$ cat config.mk
export PLATFORM = sky130hd
export DESIGN_NAME = nfa_recognizer
export DESIGN_NICKNAME = d
export VERILOG_FILES = /design/src/hdl/nfa_pkg.sv /design/src/hdl/nfa_cell.sv /design/src/hdl/nfa_recognizer.sv
export SDC_FILE = /design/constraint.sdc
export NUM_CORES = 2
export LEC_CHECK = 0
export BUFFER_PORTS_ARGS = -buffer_cell sky130_fd_sc_hd__buf_2
export CORE_MARGIN = 1
export CORE_UTILIZATION = 40
export CTS_CLUSTER_DIAMETER = 200
export DETAILED_ROUTE_END_ITERATION = 10
export HOLD_SLACK_MARGIN = 0.15
export PLACE_DENSITY_LB_ADDON = 0.08
export SYNTH_ARGS = -nofsm -noshare
export SYNTH_HDL_FRONTEND = slang
export SYNTH_HIERARCHICAL = 1
export SYNTH_SLANG_ARGS = --single-unit
export TNS_END_PERCENT = 100
$ cat constraint.sdc
create_clock -name clk -period 9.5 [get_ports clk]
set_input_delay 0.95 -clock clk [delete_from_list [all_inputs] [get_ports clk]]
set_output_delay 0.95 -clock clk [all_outputs]
set_load 0.005 [all_outputs]
$ cat src/hdl/nfa_pkg.sv
`timescale 1ns / 1ps
// ----------------------------------------------------------------------------
// nfa_pkg
// Shared types and codes of the NFA recognizer: opcodes, register index,
// controller states and the slot load word handed to the state cells.
// ----------------------------------------------------------------------------
package nfa_pkg;

    localparam int SYM_W   = 8;  // symbol_value port width
    localparam int STATE_W = 4;  // from_state / to_state port width
    localparam int SLOT_W  = 3;  // slot_index port width
    localparam int CFG_W   = 5;  // state_count register width

    localparam logic [CFG_W-1:0] STATE_COUNT_RESET = 5'd1;

    // register index, taken from paddr[2]
    localparam logic REG_STATE_COUNT = 1'b0;

    typedef enum logic [1:0] {
        OP_LOAD   = 2'd0,
        OP_START  = 2'd1,
        OP_SYMBOL = 2'd2
    } opcode_t;

    typedef enum logic [2:0] {
        ST_IDLE = 3'b001,
        ST_SCAN = 3'b010,
        ST_EMIT = 3'b100
    } ctrl_state_t;

    typedef struct packed {
        logic [SLOT_W-1:0]  slot_index;
        logic [SYM_W-1:0]   symbol;
        logic [STATE_W-1:0] to_state;
        logic               slot_valid;
    } load_word_t;

endpackage

$ cat src/hdl/nfa_cell.sv
`timescale 1ns / 1ps
// ----------------------------------------------------------------------------
// nfa_cell
// One automaton state: holds its transition slots, reads one slot per cycle
// and ORs its target into the next-set vector passed along the cell chain.
// ----------------------------------------------------------------------------
module nfa_cell #(
    parameter int CELL_ID  = 0,
    parameter int STATES   = 16,
    parameter int SLOTS    = 8,
    parameter int SYM_BITS = 8
) (
    input  logic                clk,
    input  logic                rst_n,
    input  logic                load_en,
    input  nfa_pkg::load_word_t load_word,
    input  logic [((SLOTS > 1) ? $clog2(SLOTS) : 1)-1:0] rd_slot,
    input  logic                scan_en,
    input  logic [SYM_BITS-1:0] sym,
    input  logic [$clog2(STATES+1)-1:0] cnt,
    input  logic [STATES-1:0]   chain_in,
    output logic [STATES-1:0]   chain_out
);
    import nfa_pkg::*;

    localparam int KW = (SLOTS > 1) ? $clog2(SLOTS) : 1;

    logic [SLOTS-1:0]    enabled_reg;
    logic [SYM_BITS-1:0] sym_mem [SLOTS];
    logic [STATE_W-1:0]  tgt_mem [SLOTS];
    logic [KW-1:0]       wr_slot;
    logic [STATE_W-1:0]  tgt_rd;
    logic                in_use;
    logic                hit;
    logic [STATES-1:0]   contrib;

    assign wr_slot = KW'(load_word.slot_index);

    always_ff @(posedge clk or negedge rst_n)
    begin
        if (!rst_n)
        begin
            enabled_reg <= '0;
        end
        else if (load_en)
        begin
            enabled_reg[wr_slot] <= load_word.slot_valid;
        end
    end

    always_ff @(posedge clk)
    begin
        if (load_en)
        begin
            sym_mem[wr_slot] <= SYM_BITS'(load_word.symbol);
            tgt_mem[wr_slot] <= load_word.to_state;
        end
    end

    assign tgt_rd = tgt_mem[rd_slot];
    assign in_use = (32'(cnt) > CELL_ID);

    // targets at or beyond the state count add nothing
    assign hit = scan_en && in_use && enabled_reg[rd_slot] &&
                 (sym_mem[rd_slot] == sym) && (32'(tgt_rd) < 32'(cnt));

    always_comb
    begin
        for (int j = 0; j < STATES; j++)
        begin
            contrib[j] = hit && (32'(tgt_rd) == j);
        end
    end

    assign chain_out = chain_in | contrib;

endmodule

$ cat src/hdl/nfa_recognizer.sv
`timescale 1ns / 1ps
// ----------------------------------------------------------------------------
// nfa_recognizer
// NFA string recognizer built as a chain of state cells with a small
// sequencing controller and an APB register for the state count.
// ----------------------------------------------------------------------------
// Each automaton state is one cell holding SLOTS_PER_STATE transition slots.
// A load word (opcode 0) writes one slot; opcode 3 is dropped. A start word
// resets the active set to state 0 and returns its result word through the
// EMIT state and the output register. A symbol word walks the slot rows, one
// row of every cell per cycle, and no next word is taken until the scan and
// the EMIT state are done. A result word sits in an output register, and
// stalls on out_ready only hold the block once it has a further result ready
// to hand over.
// ----------------------------------------------------------------------------
module nfa_recognizer #(
    parameter int MAX_STATES      = 16,
    parameter int SLOTS_PER_STATE = 8,
    parameter int SYMBOL_BITS     = 8
) (
    input  logic        clk,
    input  logic        rst_n,
    input  logic        in_valid,
    output logic        in_ready,
    input  logic [1:0]  opcode,
    input  logic [7:0]  symbol_value,
    input  logic [3:0]  from_state,
    input  logic [2:0]  slot_index,
    input  logic [3:0]  to_state,
    input  logic        slot_valid,
    output logic        out_valid,
    input  logic        out_ready,
    output logic        alive,
    output logic        accepted,
    input  logic        psel,
    input  logic        penable,
    input  logic        pwrite,
    input  logic [2:0]  paddr,
    input  logic [31:0] pwdata,
    output logic [31:0] prdata,
    output logic        pready
);
    import nfa_pkg::*;

    localparam int SW = $clog2(MAX_STATES);
    localparam int NW = $clog2(MAX_STATES + 1);
    localparam int KW = (SLOTS_PER_STATE > 1) ? $clog2(SLOTS_PER_STATE) : 1;

    logic [CFG_W-1:0]       state_count_reg;
    logic [NW-1:0]          cnt;
    ctrl_state_t            st_reg, st_next;
    logic [KW-1:0]          k_reg, k_next;
    logic [MAX_STATES-1:0]  acc_reg, acc_next;
    logic [MAX_STATES-1:0]  active_reg, active_next;
    logic                   alive_reg, alive_next;
    logic                   out_valid_reg, out_valid_next;
    logic                   out_alive_reg, out_alive_next;
    logic                   out_acc_reg, out_acc_next;
    logic [SYMBOL_BITS-1:0] sym_reg;
    logic                   accept;
    logic                   load_ok;
    logic                   out_free;
    logic                   scan_last;
    logic [MAX_STATES-1:0]  scan_set;
    logic [SW-1:0]          fin_idx;
    load_word_t             load_word;
    logic [MAX_STATES-1:0]  chain [MAX_STATES+1];

    // configuration port
    assign pready = 1'b1;
    assign prdata = (paddr[2] == REG_STATE_COUNT) ? 32'(state_count_reg) : 32'd0;

    always_ff @(posedge clk or negedge rst_n)
    begin
        if (!rst_n)
        begin
            state_count_reg <= STATE_COUNT_RESET;
        end
        else if (psel && penable && pwrite && pready && (paddr[2] == REG_STATE_COUNT))
        begin
            state_count_reg <= pwdata[CFG_W-1:0];
        end
    end

    // states in use, clamped to 1..MAX_STATES
    always_comb
    begin
        if (state_count_reg == '0)
        begin
            cnt = NW'(1);
        end
        else if (32'(state_count_reg) > MAX_STATES)
        begin
            cnt = NW'(MAX_STATES);
        end
        else
        begin
            cnt = NW'(state_count_reg);
        end
    end

    assign fin_idx = SW'(cnt - NW'(1));

    assign in_ready = (st_reg == ST_IDLE);
    assign accept   = in_valid && in_ready;
    assign out_free = !out_valid_reg || out_ready;
    assign load_ok  = (opcode == OP_LOAD) && (32'(from_state) < MAX_STATES) &&
                      (32'(slot_index) < SLOTS_PER_STATE);

    assign load_word.slot_index = slot_index;
    assign load_word.symbol     = symbol_value;
    assign load_word.to_state   = to_state;
    assign load_word.slot_valid = slot_valid;

    // cell chain: next-set vector ripples from cell 0 to the last cell
    assign chain[0] = '0;

    for (genvar s = 0; s < MAX_STATES; s++)
    begin : g_cell
        nfa_cell #(
            .CELL_ID  (s),
            .STATES   (MAX_STATES),
            .SLOTS    (SLOTS_PER_STATE),
            .SYM_BITS (SYMBOL_BITS)
        ) u_cell (
            .clk       (clk),
            .rst_n     (rst_n),
            .load_en   (accept && load_ok && (32'(from_state) == s)),
            .load_word (load_word),
            .rd_slot   (k_reg),
            .scan_en   ((st_reg == ST_SCAN) && alive_reg && active_reg[s]),
            .sym       (sym_reg),
            .cnt       (cnt),
            .chain_in  (chain[s]),
            .chain_out (chain[s+1])
        );
    end

    assign scan_set  = acc_reg | chain[MAX_STATES];
    assign scan_last = (st_reg == ST_SCAN) && (k_reg == KW'(SLOTS_PER_STATE - 1));

    always_comb
    begin
        st_next        = st_reg;
        k_next         = k_reg;
        acc_next       = acc_reg;
        active_next    = active_reg;
        alive_next     = alive_reg;
        out_valid_next = out_valid_reg && !out_ready;
        out_alive_next = out_alive_reg;
        out_acc_next   = out_acc_reg;

        case (st_reg)
            ST_IDLE:
            begin
                if (accept && (opcode == OP_START))
                begin
                    active_next = MAX_STATES'(1);
                    alive_next  = 1'b1;
                    st_next     = ST_EMIT;
                end
                else if (accept && (opcode == OP_SYMBOL))
                begin
                    k_next   = '0;
                    acc_next = '0;
                    st_next  = ST_SCAN;
                end
            end
            ST_SCAN:
            begin
                acc_next = scan_set;
                k_next   = k_reg + KW'(1);
                if (scan_last)
                begin
                    active_next = scan_set;
                    alive_next  = alive_reg && (scan_set != '0);
                    st_next     = ST_EMIT;
                end
            end
            ST_EMIT:
            begin
                if (out_free)
                begin
                    out_valid_next = 1'b1;
                    out_alive_next = alive_reg;
                    out_acc_next   = alive_reg && active_reg[fin_idx];
                    st_next        = ST_IDLE;
                end
            end
            default:
            begin
                st_next = ST_IDLE;
            end
        endcase
    end

    always_ff @(posedge clk or negedge rst_n)
    begin
        if (!rst_n)
        begin
            st_reg        <= ST_IDLE;
            k_reg         <= '0;
            acc_reg       <= '0;
            active_reg    <= MAX_STATES'(1);
            alive_reg     <= 1'b1;
            out_valid_reg <= 1'b0;
        end
        else
        begin
            st_reg        <= st_next;
            k_reg         <= k_next;
            acc_reg       <= acc_next;
            active_reg    <= active_next;
            alive_reg     <= alive_next;
            out_valid_reg <= out_valid_next;
        end
    end

    always_ff @(posedge clk)
    begin
        out_alive_reg <= out_alive_next;
        out_acc_reg   <= out_acc_next;
        if (accept && (opcode == OP_SYMBOL))
        begin
            sym_reg <= SYMBOL_BITS'(symbol_value);
        end
    end

    assign out_valid = out_valid_reg;
    assign alive     = out_alive_reg;
    assign accepted  = out_acc_reg;

endmodule

==> out/summary.md <==
Outcome
- **outcome** completed

Power and ir drop
- **leak pwr** 28.6 nW
- **largest vdd supply drop** 238 uV
- **Cell Pwr Density** 214 nW/um2

Clocking
- **cell chosen for the clock root** sky130_fd_sc_hd__clkbuf_16
- **CTS tree** done
- **number of buffers between clock root and the deepest sink** 3
- **number of buffers created by CTS** 187
- **CTS hold repair buffers** 1
- **register clock-pin slew on the reported worst setup and hold paths** 0.06 ns
- **Resized cells post-CTS** 0
- **number of clock sinks seen by CTS** 1719
- **number of H-tree levels** 4
- **worst-skew pair later-pin latency** 0.84 ns
- **Post-CTS Setup Inserts** 0

Place
- **detailed placement HPWL** 126000 um
- **Port-buffer cells** 43
- **cell count after placement** 7087
- **routability congestion estimate** 0.845

Synth
- **largest family of logic cells by synthesized area** multiplexers
- **count of flip-flops with a built-in enable after synthesis** 1546
- **synthesis-stage register bit count** 1719
- **synthesized-area fraction occupied by ao, oa, aoi and oai cells** 6.79%
- **syn_area_per_cell** 16.9 um2
- **post-synthesis mux area share** 16.0%
- **simple logic cell fraction of the synthesized area** 5.84%
- **sequential share of the synthesized area** 65.8%
- **total of warnings raised by yosys** 6
- **ys flop type** sky130_fd_sc_hd__edfxtp_1
- **fraction of synthesis flops using an asynchronous set or reset pin** 10.1%
- **synthesized instance count** 4556
- **synth unique cells** 124
- **fraction of the mapped netlist area in adder cells** 0.828%
- **xor and xnor fraction of the mapped netlist area** 1.30%
- **mapped cell area** 77100 um2

Timing
- **Final Critical Period** 8.20 ns
- **post-route fraction of the period consumed by the critical path** 86.3%
- **number of setup violations in the final report** 0
- **worst-margin pin slew** 1.13 ns
- **Final Max Slew Viols** 0
- **total count of hold-check failures in the final report** 0
- **headroom to the max-slew limit** 24.1%
- **setup total negative slack** 0 ns
- **clock skew after layout** 0.0378 ns
- **highest attainable clock frequency** 0.122 GHz
- **setup repair after global routing missed its margin** false

Setup path
- **Worst Setup Path Type** flop to flop
- **launching element type of the critical path** flop
- **Crit path arrival time** 8.93 ns
- **crit path max-delay cell type** sky130_fd_sc_hd__dfrtp_4
- **largest stage delay on the critical path** 0.79 ns
- **required time at the endpoint of the critical path** 10.23 ns
- **highest net fanout along the worst path** 26
- **Most Frequent Cell on Critical Path** sky130_fd_sc_hd__inv_1
- **critical path capture point type** flop

Routing
- **total iterations of the first detailed-routing run** 5
- **overall via count from detail_route** 41600
- **Antenna Nets Post-Route** 0
- **Routed WL** 207000 um
- **post-DR vias/cell** 5.59
- **DRC violations left** 0
- **Routed wire per std cell** 27.9 um
- **initial drt markers** 3607

Floorplan
- **Die Area** 195000 um2
- **horizontal extent of the die** 441 um
- **die height** 441 um
- **core area** 191000 um2
- **Initial Utilization** 40.4%
- **I/O pin total** 101
- **number of placement rows** 160

Layout
- **Non-Filler Instances** 7434
- **share of post-route cells with drive strength above 1** 24.1%
- **flip-flop count of the largest register after layout** 1024
- **final-stage net count** 4881
- **signed area change from the synthesized netlist to the final layout** 12.3%
- **Util after Layout** 45.4%

Global route
- **global-route wire length before repair** 300000 um
- **vias in the first global route** 41800
- **antenna violations before repair** 17
- **largest net degree at the start of global routing** 95
- **Overall Global Routing Usage** 21.4%
- **overflow left after global routing** 0

Min path
- **class of the tightest hold or removal check** primary input to flop

Flow run
- **total of max-cap violations** 0

cell families (layout without fill, tap and decap cells):
| logic type | Yosys count | after routing |
|---|---|---|
| and+or+nand+nor | 805 | 805 |
| other | 2 | 47 |
| muxes | 879 | 879 |
| AOI/OAI and AO/OA | 565 | 565 |
| buffers and inverters | 427 | 749 |
| DFF | 1719 | 1719 |
| xor gates and xnor gates | 108 | 108 |
| adders and majority gates | 51 | 51 |
stage by stage:
step | area (um2) | hold WS (ns) | setup WS, ns | power (mW)
after floorplan | 77300 | 0.444 | 3.00 | 10.7
after global placement | 80500 | 0.465 | 1.46 | 11.4
after detailed placement | 80500 | 0.474 | 1.44 | 11.5
after CTS | 86600 | 0.287 | 1.37 | 18.7
after global routing | 86600 | 0.316 | 0.890 | 19.2
final | 86600 | 0.345 | 1.30 | 18.5
layout by cell type, fill, tap and decap left out, types with 38 or more instances in the layout:
cell | synthesis | routed
sky130_fd_sc_hd__a21oi_1 | 50 | 50
sky130_fd_sc_hd__a22oi_1 | 53 | 53
sky130_fd_sc_hd__a41o_1 | 52 | 52
sky130_fd_sc_hd__buf_4 | 52 | 156
sky130_fd_sc_hd__clkbuf_1 | 23 | 46
sky130_fd_sc_hd__clkbuf_16 | 0 | 192
sky130_fd_sc_hd__clkinv_1 | 0 | 40
sky130_fd_sc_hd__conb_1 | 2 | 44
sky130_fd_sc_hd__dfrtp_1 | 169 | 165
sky130_fd_sc_hd__edfxtp_1 | 1546 | 1546
sky130_fd_sc_hd__ha_1 | 51 | 51
sky130_fd_sc_hd__inv_1 | 207 | 206
sky130_fd_sc_hd__mux2_2 | 236 | 236
sky130_fd_sc_hd__mux2i_1 | 379 | 379
sky130_fd_sc_hd__mux4_1 | 46 | 46
sky130_fd_sc_hd__mux4_2 | 191 | 191
sky130_fd_sc_hd__nand2_1 | 127 | 127
sky130_fd_sc_hd__nand2b_1 | 100 | 100
sky130_fd_sc_hd__nand3_1 | 38 | 38
sky130_fd_sc_hd__nand4_1 | 48 | 48
sky130_fd_sc_hd__nor2_1 | 227 | 174
sky130_fd_sc_hd__nor2_2 | 2 | 54
sky130_fd_sc_hd__nor2b_1 | 40 | 38
sky130_fd_sc_hd__o41ai_1 | 67 | 67
sky130_fd_sc_hd__o41ai_2 | 77 | 77
sky130_fd_sc_hd__xnor2_1 | 56 | 56
sky130_fd_sc_hd__xor2_1 | 46 | 46
cells in the mapped netlist (10+ instances only):
library cell               count  area [um2]
sky130_fd_sc_hd__nor2_1      227         852
sky130_fd_sc_hd__nand4_1      48         300
sky130_fd_sc_hd__a41o_1       52         521
sky130_fd_sc_hd__and3_1       29         181
sky130_fd_sc_hd__o21ai_0      34         170
sky130_fd_sc_hd__buf_4        52         390
sky130_fd_sc_hd__a21o_1       12        90.1
sky130_fd_sc_hd__dfrtp_1     169        4230
sky130_fd_sc_hd__and2_1       10        62.6
sky130_fd_sc_hd__o41ai_2      77        1250
sky130_fd_sc_hd__nand3_1      38         190
sky130_fd_sc_hd__a22oi_1      53         398
sky130_fd_sc_hd__buf_12       14         280
sky130_fd_sc_hd__xnor2_1      56         490
sky130_fd_sc_hd__xor2_1       46         403
sky130_fd_sc_hd__or2_2        15        93.8
sky130_fd_sc_hd__mux2_1       16         180
sky130_fd_sc_hd__nand3b_1     15         113
sky130_fd_sc_hd__clkbuf_1     23        86.3
sky130_fd_sc_hd__o41ai_1      67         587
sky130_fd_sc_hd__nand2_1     127         477
sky130_fd_sc_hd__a31o_1       22         193
sky130_fd_sc_hd__o22ai_1      32         200
sky130_fd_sc_hd__a21oi_1      50         250
sky130_fd_sc_hd__buf_2        51         255
sky130_fd_sc_hd__edfxtp_1   1546       46400
sky130_fd_sc_hd__mux2_2      236        2660
sky130_fd_sc_hd__buf_6        58         653
sky130_fd_sc_hd__a221oi_1     26         228
sky130_fd_sc_hd__nor4_1       11        68.8
sky130_fd_sc_hd__ha_1         51         638
sky130_fd_sc_hd__mux2i_1     379        3790
sky130_fd_sc_hd__mux4_1       46        1210
sky130_fd_sc_hd__inv_1       207         777
sky130_fd_sc_hd__o21bai_2     17         191
sky130_fd_sc_hd__nor3_1       51         255
sky130_fd_sc_hd__a211oi_1     17         128
sky130_fd_sc_hd__o21bai_1     17         128
sky130_fd_sc_hd__nand2b_1    100         626
sky130_fd_sc_hd__mux4_2      191        4300
sky130_fd_sc_hd__nor2b_1      40         250
sky130_fd_sc_hd__a22o_1       11        96.3
power breakdown:
part           switching (mW)  internal (mW)
clock network            3.00           4.24
logic                    1.80           1.10
registers              0.0796           8.31
final cells by class:
cell class	count	area, um2
sequential	1719	50800
antenna	3	7.51
clock inverter	95	990
fill	16700	104000
multi-input combinational	2452	24300
inverter	213	800
tap	2511	3140
clock buffer	248	5110
timing repair buffer	193	1510
final timing paths:
path	start	cells after the start	end	slack [ns]
min in group asynchronous	rst_n	2	g_cell[0].u_cell/enabled_reg[0]	0.62
worst min-delay path	pwdata[1]	2	state_count_reg[1]	0.35
worst max-delay path	k_reg[1]	38	alive_reg	1.30
max in group asynchronous	rst_n	3	g_cell[2].u_cell/enabled_reg[2]	7.42
worst min register to register	g_cell[10].u_cell/enabled_reg[2]	1	g_cell[10].u_cell/enabled_reg[2]	0.48
worst max register to register	k_reg[1]	38	alive_reg	1.30
critical path: cells and delay by family (launching register included):
kind                       cells  cell delay [ns]
DFF                            1             0.79
AOI/OAI and AO/OA             20             2.93
and+or+nand+nor                5             1.39
adders and majority gates      1             0.42
buffers and inverters         10             1.13
muxes                          2             1.35
per-layer routing:
metal	routed length, um	track usage [%]	vias to the layer above	share of wire [%]
met5	27	0	-	0.013
met2	99900	35.1	895	48
li1	-	-	18600	-
met1	95400	30.5	21900	46
met3	8880	2.78	237	4.3
met4	3250	4.42	4	1.6
(Power assumes the default switching activity.)
